<file path="src/rtl/assc_pkg.sv">
// Shared types, constants and register indexes for the adaptive sign speed controller.
package assc_pkg;

    localparam int SPEED_W    = 16;
    localparam int CFG_ADDR_W = 3;
    localparam int CFG_DATA_W = 16;
    localparam int MUL_W      = 16;
    localparam int MUL_CNT_W  = $clog2(MUL_W);

    localparam logic [15:0] Q15_ONE = 16'h8000;

    // register indexes
    localparam logic [CFG_ADDR_W-1:0] REG_WEIGHT   = 3'd0;
    localparam logic [CFG_ADDR_W-1:0] REG_BIAS_THR = 3'd1;
    localparam logic [CFG_ADDR_W-1:0] REG_BIAS_STP = 3'd2;
    localparam logic [CFG_ADDR_W-1:0] REG_GAIN_THR = 3'd3;
    localparam logic [CFG_ADDR_W-1:0] REG_GAIN_STP = 3'd4;
    localparam logic [CFG_ADDR_W-1:0] REG_MIN_DRV  = 3'd5;
    localparam logic [CFG_ADDR_W-1:0] REG_MAX_DRV  = 3'd6;

    // reset values
    localparam logic [15:0] RST_WEIGHT   = 16'd29491;
    localparam logic [15:0] RST_BIAS_THR = 16'd16384;
    localparam logic [15:0] RST_BIAS_STP = 16'd33;
    localparam logic [15:0] RST_GAIN_THR = 16'd16384;
    localparam logic [15:0] RST_GAIN_STP = 16'd33;
    localparam logic [15:0] RST_MIN_DRV  = 16'h8000;
    localparam logic [15:0] RST_MAX_DRV  = 16'h7FFF;

    typedef struct packed {
        logic signed [SPEED_W-1:0] measured_speed;
        logic signed [SPEED_W-1:0] target_speed;
    } t_in_item;

    typedef struct packed {
        logic signed [15:0] drive;
        logic        [15:0] effort;
    } t_out_item;

    typedef struct packed {
        logic        [15:0] weight;     // already limited to 1.0
        logic        [15:0] bias_thr;
        logic        [15:0] bias_step;
        logic        [15:0] gain_thr;
        logic        [15:0] gain_step;
        logic signed [15:0] min_drive;
        logic signed [15:0] max_drive;
    } t_cfg;

    typedef struct packed {
        logic             start;
        logic [MUL_W-1:0] a;
        logic [MUL_W-1:0] b;
    } t_mul_req;

    typedef struct packed {
        logic               done;
        logic [2*MUL_W-1:0] prod;
    } t_mul_rsp;

    typedef enum logic [2:0] {
        ST_IDLE,
        ST_MUL_FS,
        ST_ADAPT,
        ST_EFFORT,
        ST_DRV_GO,
        ST_MUL_DRV,
        ST_OUT
    } t_state;

endpackage

</file>
<file path="src/rtl/adaptive_sign_speed_controller_top.sv">
// Top level of the adaptive sign speed controller: wiring and result register.
//
// Usage:
//  - Input channel (i_in_valid / o_in_ready / i_in_data) carries one transaction
//    per control sample: measured and target speed, signed.
//  - Output channel (o_out_valid / i_out_ready / o_out_data) returns exactly one
//    transaction per input: the scaled drive and the clamped Q1.15 effort.
//  - Configuration is a plain write port (i_cfg_we, i_cfg_addr, i_cfg_wdata);
//    write only while no transaction is in flight. Unmapped indexes are dropped.
//  - Both products (filter weight times filtered sign, effort times drive
//    limit) go through one bit-serial multiplier at one bit per cycle. The
//    filter product starts on input acceptance; the adapt, effort and
//    multiplier start states follow it, then the drive product, and the result
//    moves into the output register. The sequencer takes no new input until it
//    is back in idle, so one transaction is in flight at a time.
//  - The next input is taken as soon as the result has moved into the output
//    register. While the receiver stalls, the output register holds one result
//    and the next one waits in the sequencer with o_in_ready low.
//  - Reset (i_rst_n low, synchronous) restores the register defaults and
//    clears the filtered sign, bias and gain levels to zero.
module adaptive_sign_speed_controller_top import assc_pkg::*; (
    input  logic                  i_clk,
    input  logic                  i_rst_n,
    input  logic                  i_cfg_we,
    input  logic [CFG_ADDR_W-1:0] i_cfg_addr,
    input  logic [CFG_DATA_W-1:0] i_cfg_wdata,
    input  logic                  i_in_valid,
    output logic                  o_in_ready,
    input  t_in_item              i_in_data,
    output logic                  o_out_valid,
    input  logic                  i_out_ready,
    output t_out_item             o_out_data
);

    t_cfg      cfg;
    t_mul_req  mul_req;
    t_mul_rsp  mul_rsp;
    logic      res_valid;
    logic      res_ready;
    t_out_item res_data;

    logic      r_out_valid;
    t_out_item r_out_data;

    assc_cfg_regs u_cfg (
        .i_clk       (i_clk),
        .i_rst_n     (i_rst_n),
        .i_cfg_we    (i_cfg_we),
        .i_cfg_addr  (i_cfg_addr),
        .i_cfg_wdata (i_cfg_wdata),
        .o_cfg       (cfg)
    );

    assc_serial_mul u_mul (
        .i_clk   (i_clk),
        .i_rst_n (i_rst_n),
        .i_req   (mul_req),
        .o_rsp   (mul_rsp)
    );

    assc_ctrl u_ctrl (
        .i_clk       (i_clk),
        .i_rst_n     (i_rst_n),
        .i_cfg       (cfg),
        .i_in_valid  (i_in_valid),
        .o_in_ready  (o_in_ready),
        .i_in_data   (i_in_data),
        .o_mul_req   (mul_req),
        .i_mul_rsp   (mul_rsp),
        .o_res_valid (res_valid),
        .i_res_ready (res_ready),
        .o_res_data  (res_data)
    );

    // output register: load when empty or being drained this cycle
    assign res_ready = !r_out_valid || i_out_ready;

    always_ff @(posedge i_clk) begin
        if (!i_rst_n) begin
            r_out_valid <= 1'b0;
        end else if (res_ready) begin
            r_out_valid <= res_valid;
        end
    end

    always_ff @(posedge i_clk) begin
        if (res_ready && res_valid)
            r_out_data <= res_data;
    end

    assign o_out_valid = r_out_valid;
    assign o_out_data  = r_out_data;

`ifndef NO_ASSERTIONS
    a_out_hold: assert property (@(posedge i_clk) disable iff (!i_rst_n)
        (o_out_valid && !i_out_ready) |=> (o_out_valid && $stable(o_out_data)))
        else $error("output transaction changed while stalled");
    a_no_accept_while_result_pending: assert property (@(posedge i_clk)
        disable iff (!i_rst_n)
        (res_valid && !res_ready) |-> !o_in_ready)
        else $error("input taken while a result waits for the output register");
    a_effort_range: assert property (@(posedge i_clk) disable iff (!i_rst_n)
        o_out_valid |-> (o_out_data.effort <= Q15_ONE))
        else $error("effort above 1.0");
`endif

endmodule

</file>
<file path="src/rtl/assc_cfg_regs.sv">
// Configuration register file with write decode and weight limiting.
module assc_cfg_regs import assc_pkg::*; (
    input  logic                  i_clk,
    input  logic                  i_rst_n,
    input  logic                  i_cfg_we,
    input  logic [CFG_ADDR_W-1:0] i_cfg_addr,
    input  logic [CFG_DATA_W-1:0] i_cfg_wdata,
    output t_cfg                  o_cfg
);

    logic [15:0] r_weight, r_bias_thr, r_bias_stp, r_gain_thr, r_gain_stp;
    logic [15:0] r_min_drv, r_max_drv;

    always_ff @(posedge i_clk) begin
        if (!i_rst_n) begin
            r_weight   <= RST_WEIGHT;
            r_bias_thr <= RST_BIAS_THR;
            r_bias_stp <= RST_BIAS_STP;
            r_gain_thr <= RST_GAIN_THR;
            r_gain_stp <= RST_GAIN_STP;
            r_min_drv  <= RST_MIN_DRV;
            r_max_drv  <= RST_MAX_DRV;
        end else if (i_cfg_we) begin
            case (i_cfg_addr)
                REG_WEIGHT:   r_weight   <= i_cfg_wdata;
                REG_BIAS_THR: r_bias_thr <= i_cfg_wdata;
                REG_BIAS_STP: r_bias_stp <= i_cfg_wdata;
                REG_GAIN_THR: r_gain_thr <= i_cfg_wdata;
                REG_GAIN_STP: r_gain_stp <= i_cfg_wdata;
                REG_MIN_DRV:  r_min_drv  <= i_cfg_wdata;
                REG_MAX_DRV:  r_max_drv  <= i_cfg_wdata;
                default: ;   // unmapped index, dropped
            endcase
        end
    end

    always_comb begin
        o_cfg.weight    = (r_weight > Q15_ONE) ? Q15_ONE : r_weight;
        o_cfg.bias_thr  = r_bias_thr;
        o_cfg.bias_step = r_bias_stp;
        o_cfg.gain_thr  = r_gain_thr;
        o_cfg.gain_step = r_gain_stp;
        o_cfg.min_drive = $signed(r_min_drv);
        o_cfg.max_drive = $signed(r_max_drv);
    end

endmodule

</file>
<file path="src/rtl/assc_serial_mul.sv">
// Bit-serial shift-add multiplier for unsigned magnitudes, one multiplier bit per cycle.
module assc_serial_mul import assc_pkg::*; (
    input  logic     i_clk,
    input  logic     i_rst_n,
    input  t_mul_req i_req,
    output t_mul_rsp o_rsp
);

    logic [2*MUL_W-1:0] r_acc, n_acc;
    logic [MUL_W-1:0]   r_a;
    logic [MUL_W-1:0]   r_b;
    logic [MUL_CNT_W-1:0] r_cnt;
    logic               r_busy;
    logic               r_done;
    logic [MUL_W:0]     sum;

    // add the multiplicand into the top half, then shift everything right
    assign sum   = {1'b0, r_acc[2*MUL_W-1:MUL_W]} + (r_b[0] ? {1'b0, r_a} : '0);
    assign n_acc = {sum, r_acc[MUL_W-1:1]};

    always_ff @(posedge i_clk) begin
        if (!i_rst_n) begin
            r_busy <= 1'b0;
            r_done <= 1'b0;
            r_cnt  <= '0;
        end else begin
            r_done <= 1'b0;
            if (i_req.start) begin
                r_busy <= 1'b1;
                r_cnt  <= '0;
            end else if (r_busy) begin
                r_cnt <= r_cnt + 1'b1;
                if (r_cnt == MUL_CNT_W'(MUL_W - 1)) begin
                    r_busy <= 1'b0;
                    r_done <= 1'b1;
                end
            end
        end
    end

    always_ff @(posedge i_clk) begin
        if (i_req.start) begin
            r_acc <= '0;
            r_a   <= i_req.a;
            r_b   <= i_req.b;
        end else if (r_busy) begin
            r_acc <= n_acc;
            r_b   <= r_b >> 1;
        end
    end

    assign o_rsp.done = r_done;
    assign o_rsp.prod = r_acc;

`ifndef NO_ASSERTIONS
    a_done_after_busy: assert property (@(posedge i_clk) disable iff (!i_rst_n)
        r_done |-> $past(r_busy))
        else $error("multiplier done without a running product");
    a_no_start_busy: assert property (@(posedge i_clk) disable iff (!i_rst_n)
        r_busy |-> !i_req.start)
        else $error("multiplier restarted while busy");
    a_done_one_cycle: assert property (@(posedge i_clk) disable iff (!i_rst_n)
        r_done |=> !r_done)
        else $error("multiplier done held longer than one cycle");
`endif

endmodule

</file>
<file path="src/rtl/assc_ctrl.sv">
// Sequencer and narrow datapath: sign filter, bias/gain adaptation, effort and drive.
module assc_ctrl import assc_pkg::*; (
    input  logic      i_clk,
    input  logic      i_rst_n,
    input  t_cfg      i_cfg,
    input  logic      i_in_valid,
    output logic      o_in_ready,
    input  t_in_item  i_in_data,
    output t_mul_req  o_mul_req,
    input  t_mul_rsp  i_mul_rsp,
    output logic      o_res_valid,
    input  logic      i_res_ready,
    output t_out_item o_res_data
);

    localparam logic signed [17:0] ONE18 = 18'sd32768;

    t_state r_state, n_state;

    logic signed [16:0] r_fs;
    logic [15:0]        r_bias, r_gain, r_eff;
    logic signed [15:0] r_drive;
    logic               r_gt, r_lt, r_tpos, r_tneg;

    logic               accept;
    logic               fs_neg;
    logic [15:0]        fs_mag, prod_q, off;
    logic signed [17:0] q_s, fs_sum, fs18;
    logic signed [16:0] fs_next;
    logic signed [17:0] bias_sum, gain_sum, eff_sum;
    logic signed [15:0] scale;
    logic               sc_neg;
    logic [15:0]        sc_mag;
    logic signed [15:0] drive_next;

    function automatic logic [15:0] clamp_q15(input logic signed [17:0] v);
        if (v < 18'sd0)
            clamp_q15 = '0;
        else if (v > ONE18)
            clamp_q15 = Q15_ONE;
        else
            clamp_q15 = v[15:0];
    endfunction

    assign accept = i_in_valid && o_in_ready;

    // sign filter: trunc(w*fs) computed on magnitudes, sign restored afterwards
    always_comb begin
        fs_neg = r_fs[16];
        fs_mag = fs_neg ? 16'(-r_fs) : r_fs[15:0];
        prod_q = i_mul_rsp.prod[30:15];
        off    = Q15_ONE - i_cfg.weight;
        q_s    = fs_neg ? -$signed({2'b00, prod_q}) : $signed({2'b00, prod_q});
        fs_sum = r_gt ? q_s + $signed({2'b00, off}) : q_s - $signed({2'b00, off});
        if (fs_sum > ONE18)
            fs_next = 17'sd32768;
        else if (fs_sum < -ONE18)
            fs_next = -17'sd32768;
        else
            fs_next = fs_sum[16:0];
    end

    // bias and gain stepping from the filtered sign
    always_comb begin
        fs18 = {r_fs[16], r_fs};
        bias_sum = $signed({2'b00, r_bias});
        if (fs18 > $signed({2'b00, i_cfg.bias_thr}))
            bias_sum = $signed({2'b00, r_bias}) + $signed({2'b00, i_cfg.bias_step});
        else if (fs18 < -$signed({2'b00, i_cfg.bias_thr}))
            bias_sum = $signed({2'b00, r_bias}) - $signed({2'b00, i_cfg.bias_step});
        if (fs_mag > i_cfg.gain_thr)
            gain_sum = $signed({2'b00, r_gain}) + $signed({2'b00, i_cfg.gain_step});
        else
            gain_sum = $signed({2'b00, r_gain}) - $signed({2'b00, i_cfg.gain_step});
    end

    always_comb begin
        if (r_gt)
            eff_sum = $signed({2'b00, r_bias}) + $signed({2'b00, r_gain});
        else if (r_lt)
            eff_sum = $signed({2'b00, r_bias}) - $signed({2'b00, r_gain});
        else
            eff_sum = $signed({2'b00, r_bias});
    end

    // drive scale and saturation; only +1.0 overflows
    always_comb begin
        if (r_tpos)
            scale = i_cfg.max_drive;
        else if (r_tneg)
            scale = i_cfg.min_drive;
        else
            scale = '0;
        sc_neg = scale[15];
        sc_mag = sc_neg ? 16'(-scale) : scale;
        if (sc_neg)
            drive_next = $signed(16'(-prod_q));
        else if (prod_q[15])
            drive_next = 16'sh7FFF;
        else
            drive_next = $signed(prod_q);
    end

    // next state
    always_comb begin
        n_state = r_state;
        case (r_state)
            ST_IDLE:    if (i_in_valid) n_state = ST_MUL_FS;
            ST_MUL_FS:  if (i_mul_rsp.done) n_state = ST_ADAPT;
            ST_ADAPT:   n_state = ST_EFFORT;
            ST_EFFORT:  n_state = ST_DRV_GO;
            ST_DRV_GO:  n_state = ST_MUL_DRV;
            ST_MUL_DRV: if (i_mul_rsp.done) n_state = ST_OUT;
            ST_OUT:     if (i_res_ready) n_state = ST_IDLE;
            default:    n_state = ST_IDLE;
        endcase
    end

    // outputs
    always_comb begin
        o_in_ready      = 1'b0;
        o_res_valid     = 1'b0;
        o_mul_req.start = 1'b0;
        o_mul_req.a     = r_eff;
        o_mul_req.b     = sc_mag;
        case (r_state)
            ST_IDLE: begin
                o_in_ready      = 1'b1;
                o_mul_req.start = i_in_valid;
                o_mul_req.a     = i_cfg.weight;
                o_mul_req.b     = fs_mag;
            end
            ST_DRV_GO: o_mul_req.start = 1'b1;
            ST_OUT:    o_res_valid     = 1'b1;
            default: ;
        endcase
    end

    always_ff @(posedge i_clk) begin
        if (!i_rst_n) begin
            r_state <= ST_IDLE;
            r_fs    <= '0;
            r_bias  <= '0;
            r_gain  <= '0;
        end else begin
            r_state <= n_state;
            if (r_state == ST_MUL_FS && i_mul_rsp.done)
                r_fs <= fs_next;
            if (r_state == ST_ADAPT) begin
                r_bias <= clamp_q15(bias_sum);
                r_gain <= clamp_q15(gain_sum);
            end
        end
    end

    always_ff @(posedge i_clk) begin
        if (accept) begin
            r_gt   <= i_in_data.measured_speed > i_in_data.target_speed;
            r_lt   <= i_in_data.measured_speed < i_in_data.target_speed;
            r_tpos <= i_in_data.target_speed > 0;
            r_tneg <= i_in_data.target_speed < 0;
        end
        if (r_state == ST_EFFORT)
            r_eff <= clamp_q15(eff_sum);
        if (r_state == ST_MUL_DRV && i_mul_rsp.done)
            r_drive <= drive_next;
    end

    assign o_res_data.drive  = r_drive;
    assign o_res_data.effort = r_eff;

`ifndef NO_ASSERTIONS
    a_levels_in_range: assert property (@(posedge i_clk) disable iff (!i_rst_n)
        (r_bias <= Q15_ONE) && (r_gain <= Q15_ONE))
        else $error("bias or gain level outside 0..1");
    a_fs_in_range: assert property (@(posedge i_clk) disable iff (!i_rst_n)
        (r_fs <= 17'sd32768) && (r_fs >= -17'sd32768))
        else $error("filtered sign outside -1..1");
    a_done_when_waiting: assert property (@(posedge i_clk) disable iff (!i_rst_n)
        i_mul_rsp.done |-> (r_state == ST_MUL_FS || r_state == ST_MUL_DRV))
        else $error("product finished outside a multiply state");
    a_accept_starts_mul: assert property (@(posedge i_clk) disable iff (!i_rst_n)
        accept |-> o_mul_req.start ##1 (r_state == ST_MUL_FS))
        else $error("accepted transaction did not start the filter product");
`endif

endmodule

</file>
<file path="config.mk">
export PLATFORM = sky130hd
export DESIGN_NAME = adaptive_sign_speed_controller_top
export DESIGN_NICKNAME = d
export VERILOG_FILES = /design/src/rtl/assc_pkg.sv /design/src/rtl/adaptive_sign_speed_controller_top.sv /design/src/rtl/assc_cfg_regs.sv /design/src/rtl/assc_serial_mul.sv /design/src/rtl/assc_ctrl.sv
export SDC_FILE = /design/constraint.sdc
export NUM_CORES = 1
export LEC_CHECK = 0
export ABC_CLOCK_PERIOD_IN_PS = 5800
export BUFFER_PORTS_ARGS = -buffer_cell sky130_fd_sc_hd__buf_2
export CORE_UTILIZATION = 40
export DETAILED_ROUTE_END_ITERATION = 10
export REMOVE_ABC_BUFFERS = 1
export SYNTH_ARGS = -nofsm -noshare
export SYNTH_HDL_FRONTEND = slang
export SYNTH_SLANG_ARGS = --single-unit
</file>
<file path="constraint.sdc">
create_clock -name i_clk -period 5.8 [get_ports i_clk]
set_input_delay 1.16 -clock i_clk [delete_from_list [all_inputs] [get_ports i_clk]]
set_output_delay 1.16 -clock i_clk [all_outputs]
set_load 0.02 [all_outputs]
</file>
==> flow_summary.ini, run 1 <==
[grt]
grt_max_degree = 65
grtUsageTotal = 0.2346
antenna_found_initial = 3
grt_pass1_vias = 18170
grt.overflow.total = 0
grt_pass1_wl_um = 99190

[yosys]
yosys.area.top_type = dfxtp_1
yosysWarnings = 0
ys.flop_type = dfxtp_1
synth_most_common_cell = nand2_1
synth.top_cells.by_area = dfxtp_1, edfxtp_1, ha_1, nand2_1, xnor2_1
synthArstFlopShare = 0
syn_area_um2 = 21000
synthCells = 2611
synthTopCellsByCount = nand2_1, ha_1, nor2_1, dfxtp_1, inv_1
synth.top_cell.area_share = 0.1792
syn_avg_cell_area_um2 = 8.043
seq_area_frac_synth = 0.3222
synth_cell_types = 79
ys_ff_latch = 288
synth_edf_count = 100

[route]
first_pass_iters = 5
drc = 0
ant_nets = 0
num_vias = 18900
viasPerCell = 5.604
detail_route.wl_per_cell_um = 18.66
drt_iter0_drc = 1400
drt-total-wl_um = 62950

[sta]
hold_viol = 0
slew_viol_final = 0
finalCritPeriodShare = 0.9498
fmax_mhz = 181.5
timing.final.crit_period_ns = 5.509
whs_ns = 0.4185
worstMarginPinSlew_ns = 1.258
skew_ns = 0.02439
worst_slew_margin_rel = 0.1584
setup_viol = 0

[cts]
cts_max_level = 2
numCtsBuffers = 36
path_clk_slew_ns = 0.06
clockBufferDepth = 3
cts.sinks = 288
clock_latency_ns = 0.57
cts_root_buf = clkbuf_16
cts_tree = yes

[finish]
area_growth_syn_to_layout_pct = 11.45
nNetsFinal = 2931
drive_gt1_frac = 0.08401
stdcell_area_um2 = 23400
finalNonFillerCells = 3373

[placed_design]
hpwl_um = 47870
dp_cells = 3306
finalWeightedCongestion = 0.9079
portBuffers = 89
postPlaceCellArea_um2 = 22180

[die]
core_um2 = 51610
ios = 90
fp.dieH_um = 231.1
die_x_um = 231.1
fp-row-count = 83
initial_core_util = 0.4069
dieArea_um2 = 53420

[run]
maxCapViolCount = 0

[setup_path]
crit_path_start_kind = flop
max_stage_delay_ns = 0.51
required_ns = 6.25
timing.rr.start = u_cfg.r_weight[15]$_SDFFE_PN0P_
critPathMaxFanout = 6
crit_chain = clkinv_1 -> nand2_1 -> ha_1 -> or3b_2 -> or3_1 -> and3_1 -> o221a_2 -> or2_2 -> a31oi_1 -> xnor2_1 -> ha_1 -> and3_1 -> a211o_1 -> a31oi_1 -> o21ai_0 -> o21a_1 -> o41ai_1 -> xor2_1 -> or3_4 -> o21ai_4 -> buf_4 -> a32o_1
crit_path_end_kind = flop
path_class = flop to flop
reg2reg_depth = 22
startpoint = u_cfg.r_weight[15]$_SDFFE_PN0P_
worstPathArrival_ns = 5.96
cpMaxStageDelayCell = or3b_2

[hold_path]
holdPathStages = 0
worstHoldStart = u_ctrl.r_drive[8]$_DFFE_PP_
holdCritPathClass = flop to flop

[run_status]
outcome = finished clean

[power]
pwr_density_cell_nw_per_um2 = 237.8
p_leak_nw = 9.684
peakVddDrop_mv = 0.1853
[power by group]
group / switching [W] / internal, W
registers: 0.0000881 / 0.00216
logic: 0.000613 / 0.000389
clock network: 0.000936 / 0.00137
[state kept, by name (all words and copies together) (netlist names), 3 cells and up]
register          count
u_cfg.r_weight       16
u_cfg.r_bias_stp     16
u_mul.r_b            16
u_ctrl.r_fs          17
u_ctrl.r_eff         16
u_cfg.r_max_drv      16
u_mul.r_cnt           4
o_out_data           32
u_mul.r_acc          17
u_ctrl.r_state        3
u_mul.r_a            16
u_cfg.r_min_drv      16
u_cfg.r_gain_stp     16
u_cfg.r_bias_thr     16
u_ctrl.r_bias        16
u_ctrl.r_drive       16
u_ctrl.r_gain        16
u_cfg.r_gain_thr     16
[through the flow]
step	setup TNS [ns]	utilization	total power [W]	setup WS [ns]
2_1_floorplan	0	-	0.002951	0.08885
3_3_place_gp	0	0.4298	0.003259	0.3961
3_5_place_dp	0	0.4298	0.003278	0.3617
4_1_cts	0	0.4529	0.005597	0.2970
5_1_grt	-0.001902	0.4534	0.005790	-0.001902
6_report	0	0.4534	0.005565	0.2910
[layout make-up]
class                      count  area, µm²
antenna                        3      7.507
timing repair buffer         131      763.2
inverter                     165      619.3
sequential                   288       6766
multi-input combinational   2044      13200
clock buffer                  47       1015
fill                        5078      28210
tap                          680      850.8
clock inverter                15      180.2
[routing by layer]
metal / vias up / track usage / routed length, µm
met1: 9036 / 0.3074 / 28810
met4: 0 / 0.06829 / 1444
li1: 9332 / - / -
met2: 449 / 0.3983 / 29700
met3: 84 / 0.03396 / 2993
met5: - / 0 / 0
[kinds of logic (layout without fill, tap and decap cells)]
family / after synthesis / in the layout / share of synthesized area
compound gates: 681 / 681 / 0.2153
xor+xnor: 133 / 133 / 0.05547
buf+inv: 279 / 358 / 0.05040
flops: 288 / 288 / 0.3222
mux: 25 / 25 / 0.01204
fa+ha+maj: 209 / 209 / 0.1274
simple gates: 996 / 996 / 0.2172
other cells: 0 / 3 / 0
[critical path: cells and delay by family (launching register included)]
kind            cells  cell delay (ns)
simple gates        7             1.94
fa+ha+maj           2             0.49
flops               1             0.33
compound gates      9             1.91
xor+xnor            2             0.45
buf+inv             2             0.30
[repair_timing]
| action | 4_1_cts | 5_1_grt |
|---|---|---|
| gates resized for setup | 0 | 1 |
| setup endpoints to repair | 0 | 14 |
| hold buffers | 0 | 0 |
| setup buffers | 0 | 2 |
| hold endpoints to repair | 0 | 0 |
[worst paths after layout]
kind,end,slack [ns]
worst max register to register,u_ctrl.r_fs[6]$_SDFFE_PN0P_,0.29
worst min register to register,o_out_data[24]$_DFFE_PP_,0.42
worst max-delay path,u_ctrl.r_fs[6]$_SDFFE_PN0P_,0.29
worst min-delay path,o_out_data[24]$_DFFE_PP_,0.42
[cell usage in the layout, fill, tap and decap left out, types with 26 or more instances in the layout]
cell type	n
edfxtp_1	100
nand3_1	65
a21oi_1	151
nand2b_1	36
inv_1	164
a21o_1	34
o31ai_1	26
ha_1	201
nand2_1	429
buf_4	43
nor2b_1	51
nor3_1	51
a31oi_1	36
clkbuf_16	38
xnor2_1	98
and2_1	34
dfxtp_1	188
nor2_1	199
o21ai_0	137
xor2_1	35
buf_2	88
a21boi_0	90
Power figures use the tool's default switching activity.
==> run 2: changes to the inputs <==
--- a/config.mk
+++ b/config.mk
@@ -7,7 +7,7 @@
 export LEC_CHECK = 0
 export ABC_CLOCK_PERIOD_IN_PS = 5800
 export BUFFER_PORTS_ARGS = -buffer_cell sky130_fd_sc_hd__buf_2
-export CORE_UTILIZATION = 40
+export CORE_UTILIZATION = 35
 export DETAILED_ROUTE_END_ITERATION = 10
 export REMOVE_ABC_BUFFERS = 1
 export SYNTH_ARGS = -nofsm -noshare
==> run 2 against run 1 <==
- non-clock buffer count down 4
- largest cell class unchanged
- largest power group is now sequential cells
- core utilization shrank 5.7 points
- fmax grew 1.2%
- the run now ends with DRC left
- final cell count grew 2.6%
==> flow_summary.ini, run 2 (synthesis results as in run 1) <==
[run_status]
outcome = finished with violations
violations = DRC

[cts]
cts.sinks = 288
clockBufferDepth = 3
cts_tree = yes
numCtsBuffers = 35
cts_root_buf = clkbuf_16
clock_latency_ns = 0.57
path_clk_slew_ns = 0.06
cts_max_level = 2

[route]
drc = 6
num_vias = 18630
ant_nets = 0
drt_iter0_drc = 1227
viasPerCell = 5.382
detail_route.wl_per_cell_um = 17.76
first_pass_iters = 9
drt-total-wl_um = 61460

[placed_design]
postPlaceCellArea_um2 = 22250
dp_cells = 3393
portBuffers = 89
finalWeightedCongestion = 0.9060
hpwl_um = 46550

[grt]
grt.overflow.total = 0
grt_pass1_wl_um = 96470
antenna_found_initial = 0
grt_pass1_vias = 17790
grtUsageTotal = 0.1996
grt_max_degree = 80

[sta]
whs_ns = 0.4160
slew_viol_final = 0
timing.final.crit_period_ns = 5.446
finalCritPeriodShare = 0.9390
worst_slew_margin_rel = 0.2277
worstMarginPinSlew_ns = 1.154
rsz0062_at_grt = false
fin_setup_tns_ns = 0
fmax_mhz = 183.6
setup_viol = 0
skew_ns = 0.03160
hold_viol = 0

[setup_path]
reg2reg_depth = 22
critPathMaxFanout = 7
timing.rr.start = u_cfg.r_weight[0]$_SDFFE_PN1P_
crit_path_start_kind = flop
path_class = flop to flop
required_ns = 6.23
r2r_end = u_ctrl.r_fs[9]$_SDFFE_PN0P_
r2r_slack_ns = 0.35
critPathCapture = u_ctrl.r_fs[9]$_SDFFE_PN0P_
crit_path_end_kind = flop
worstPathArrival_ns = 5.88
startpoint = u_cfg.r_weight[0]$_SDFFE_PN1P_

[finish]
nFillCells = 5994
stdcell_area_um2 = 23460
num_antenna_cells = 0
top_register = o_out_data
reg_top3 = o_out_data: 32 flops, u_ctrl.r_fs: 17 flops, u_mul.r_acc: 17 flops
drive_gt1_frac = 0.08333
area_growth_syn_to_layout_pct = 11.73
finalNonFillerCells = 3461
final_common_cell = nand2_1
largest_register_ffs = 32
nNetsFinal = 2926
final_cell_mix = nand2_1, ha_1, nor2_1
utilization = 0.3968

[power]
pwr_density_cell_nw_per_um2 = 232.9
p_leak_nw = 9.660
peakVddDrop_mv = 0.1972

[die]
core_um2 = 59130
dieArea_um2 = 60980
die_x_um = 247.0
fp.dieH_um = 247.0
ios = 90
fp-row-count = 89
initial_core_util = 0.3551

[run]
maxCapViolCount = 0

[hold_path]
holdCritPathClass = flop to flop
run 2: area by class of cell:
cell class	instances	area (µm²)	share of cell area
Timing Repair Buffer	127	733.2	0.03125
Inverter	165	619.3	0.02640
Tap cell	773	967.2	0.04122
Clock buffer	51	1008	0.04298
Sequential cell	288	6766	0.2884
Multi-Input combinational cell	2044	13230	0.5639
Clock inverter	13	137.6	0.005866
run 2: worst min-delay path by stage:
stage / startpoint / endpoint / slack, ns / cells past startpoint
after floorplan: u_ctrl.r_drive[0]$_DFFE_PP_ / o_out_data[16]$_DFFE_PP_ / 0.40 / 0
after CTS: u_ctrl.r_drive[7]$_DFFE_PP_ / o_out_data[23]$_DFFE_PP_ / 0.42 / 0
after global routing: u_ctrl.r_drive[3]$_DFFE_PP_ / o_out_data[19]$_DFFE_PP_ / 0.42 / 0
after global placement: u_ctrl.r_drive[9]$_DFFE_PP_ / o_out_data[25]$_DFFE_PP_ / 0.40 / 0
after detailed placement: u_ctrl.r_drive[7]$_DFFE_PP_ / o_out_data[23]$_DFFE_PP_ / 0.40 / 0
final: u_ctrl.r_drive[7]$_DFFE_PP_ / o_out_data[23]$_DFFE_PP_ / 0.42 / 0
run 2: where the power goes:
group	leakage, nW	switching [W]	internal (W)
clock	0.556	0.000912	0.00131
sequential	2.45	0.0000853	0.00216
combinational	6.66	0.000605	0.000391
total	9.66	0.00160	0.00386
run 2: worst max-delay path, stage by stage (launching register included):
cell and delay, ns:
dfxtp_1 0.31, buf_4 0.16, nand2_2 0.10, ha_1 0.18, or3b_2 0.52, or3_1 0.37
and3_1 0.20, o221a_2 0.23, or2_2 0.29, a31oi_1 0.20, xnor2_1 0.16, ha_1 0.28
and3_1 0.24, a211o_1 0.31, a31oi_2 0.22, o21ai_0 0.12, o21a_1 0.20, o41ai_2 0.23
xor2_1 0.34, or3_4 0.21, o21ai_4 0.07, buf_4 0.16, a32o_1 0.24
run 2: layer usage:
layer  track usage  vias up  routed length [µm]
met5             0        -                   0
met4       0.07335        0                2078
met3       0.02822      107                3184
met2        0.3330      453               28130
met1        0.2600     8739               28070
li1              -     9327                   -
run 2: timing repair:
item,CTS,global route
setup endpoints to repair,0,15
buffers inserted,0,4
hold buffers,0,0
resized for setup,0,8
run 2: stage by stage:
stage                     setup WS, ns  power (W)
final                           0.3539   0.005464
after global routing           0.02617   0.005715
after CTS                       0.1747   0.005488
after detailed placement        0.2127   0.003259
after global placement          0.2478   0.003240
after floorplan                0.08885   0.002951
==> run 3: changes to the inputs <==
--- a/config.mk
+++ b/config.mk
@@ -9,7 +9,6 @@
 export BUFFER_PORTS_ARGS = -buffer_cell sky130_fd_sc_hd__buf_2
 export CORE_UTILIZATION = 35
 export DETAILED_ROUTE_END_ITERATION = 10
-export REMOVE_ABC_BUFFERS = 1
 export SYNTH_ARGS = -nofsm -noshare
 export SYNTH_HDL_FRONTEND = slang
 export SYNTH_SLANG_ARGS = --single-unit
==> run 3 against run 2 <==
- first-iteration DRC count grew 6.5%
- the flow still finishes with violations (DRC)
- core utilization increased by 0.26 points
- worst hold slack improved by 0.00073 ns
- highest routed layer unchanged
- critical endpoint is now u_ctrl.r_fs[5]$_SDFFE_PN0P_
- largest cell class unchanged
- clock power up 9%
- wire length is 1.1% higher
- combinational power barely moved
==> flow_summary.ini, run 3 (synthesis results as in run 1) <==
[setup_path]
timing.rr.start = u_cfg.r_weight[0]$_SDFFE_PN1P_
crit_chain = buf_4 -> nand2_2 -> ha_1 -> or3b_2 -> or3_1 -> and3_1 -> o221a_2 -> or2_2 -> a31oi_1 -> xnor2_1 -> ha_1 -> and3_1 -> a211o_1 -> a31oi_2 -> o21ai_0 -> o21a_1 -> o41ai_2 -> xor2_1 -> or3_4 -> o21ai_4 -> buf_12 -> a32o_1
worstPathArrival_ns = 5.88
critPathMaxFanout = 7
cpMaxStageDelayCell = or3b_2
path_class = flop to flop
crit_path_end_kind = flop
reg2reg_depth = 22
startpoint = u_cfg.r_weight[0]$_SDFFE_PN1P_
required_ns = 6.23
max_stage_delay_ns = 0.51
crit_path_start_kind = flop

[grt]
grt.overflow.total = 0
grt_max_degree = 56
antenna_found_initial = 0
grt_pass1_wl_um = 97450
grtUsageTotal = 0.2021
grt_pass1_vias = 17800

[route]
wl_met2_um = 28790
top_layer = met4
ant_nets = 0
met1_length_um = 28360
viasPerCell = 5.426
drt_iter0_drc = 1307
first_pass_iters = 9
dr_wl_met3_um = 2821
drc = 8
drt-total-wl_um = 62140
num_vias = 18800
detail_route.wl_per_cell_um = 17.94

[die]
initial_core_util = 0.3551
die_x_um = 247.0
fp.dieH_um = 247.0
core_um2 = 59130
dieArea_um2 = 60980
fp-row-count = 89
ios = 90

[finish]
top_register = o_out_data
num_antenna_cells = 0
reg_top3 = o_out_data: 32 flops, u_ctrl.r_fs: 17 flops, u_mul.r_acc: 17 flops
utilization = 0.3995
nNetsFinal = 2930
largest_register_ffs = 32
nFillCells = 5970
drive_gt1_frac = 0.08510
final_common_cell = nand2_1
area_growth_syn_to_layout_pct = 12.48
final_cell_mix = nand2_1, ha_1, nor2_1

[sta]
fin_setup_tns_ns = 0
fmax_mhz = 183.3
worst_slew_margin_rel = 0.1481
rsz0062_at_grt = false
hold_viol = 0
skew_ns = 0.02486
worstMarginPinSlew_ns = 1.271
slew_viol_final = 0
timing.final.crit_period_ns = 5.456
finalCritPeriodShare = 0.9407
setup_viol = 0

[cts]
clock_latency_ns = 0.55
hold_buffers = 0
cts_max_level = 2
path_clk_slew_ns = 0.06
cts_tree = yes
cts_root_buf = clkbuf_16
numCtsBuffers = 36
clockBufferDepth = 3
cts.sinks = 288

[yosys]
syn_nets = 2876

[power]
internal_power_w = 0.004104
p_seq_frac = 0.397
p_sw_frac = 0.2761
p_leak_nw = 9.736
pwr_density_cell_nw_per_um2 = 240.0
peakVddDrop_mv = 0.2069
switching_power_w = 0.001566
clockPowerShare = 0.427
comb_power_share = 0.176

[run_status]
violations = DRC
outcome = finished with violations

[hold_path]
holdPathStages = 0
holdCritPathClass = flop to flop
worstHoldStart = u_ctrl.r_drive[12]$_DFFE_PP_

[run]
maxCapViolCount = 0

[placed_design]
finalWeightedCongestion = 0.9421
hpwl_um = 47770
portBuffers = 89
## run 3: changes by cell type in the layout (fill, tap and decap cells not counted), moves of 2 or more
cell,before,now
inv_6,2,0
buf_4,39,41
clkbuf_8,3,5
bufinv_16,2,7
clkinv_2,5,3
clkinvlp_4,2,0
## run 3: critical path: cells and delay by family, from the launching register on
family | cells | cell delay [ns]
xor+xnor | 2 | 0.47
compound gates | 9 | 1.95
simple gates | 7 | 1.89
fa+ha+maj | 2 | 0.45
flops | 1 | 0.30
buf+inv | 2 | 0.30
## run 3: routing by layer
metal	vias to the layer above	track usage
met1	8842	0.2667
met3	109	0.02171
met2	529	0.3382
met4	0	0.07462
met5	-	0
li1	9315	-
## run 3: layout make-up
cell class / instances / area (µm²) / share of cell area
multi-input cells: 2044 / 13230 / 0.5603
flip-flops and latches: 288 / 6766 / 0.2865
clock buffers: 54 / 1040 / 0.04402
well taps: 773 / 967.2 / 0.04095
repair buffers: 130 / 768.2 / 0.03252
inverters: 165 / 619.3 / 0.02622
clock inverters: 10 / 225.2 / 0.009535
## run 3: metrics by stage
step                total power [W]  hold slack [ns]  setup slack, ns  instances  area, µm²
detailed placement         0.003267           0.4045           0.1294       3399      22300
global placement           0.003244           0.4030           0.2925       3399      22300
floorplan                  0.002976           0.4003           0.1887       2611      21000
finish                     0.005670           0.4168           0.3437       3464      23620
CTS                        0.005710           0.4167           0.1014       3463      23560
global route               0.005924           0.4196          0.08964       3464      23620
## run 3: power by group through the flow
stage	registers, W	clock network [W]	logic, W
floorplan	0.00225	0	0.000729
global placement	0.00229	0	0.000953
detailed placement	0.00229	0	0.000973
CTS	0.00225	0.00248	0.000979
global route	0.00226	0.00256	0.00111
finish	0.00225	0.00242	0.000998
## run 3: path summary, 6_finish.rpt
path / slack, ns / endpoint
setup / recovery: 0.34 / u_ctrl.r_fs[5]$_SDFFE_PN0P_
hold / removal: 0.42 / o_out_data[28]$_DFFE_PP_
setup reg to reg: 0.34 / u_ctrl.r_fs[5]$_SDFFE_PN0P_
hold reg to reg: 0.42 / o_out_data[28]$_DFFE_PP_
## run 3: timing repair
| action | in CTS | in global routing |
|---|---|---|
| buffers inserted | 0 | 1 |
| resized for setup | 0 | 9 |
| endpoints found under the setup margin | 0 | 15 |
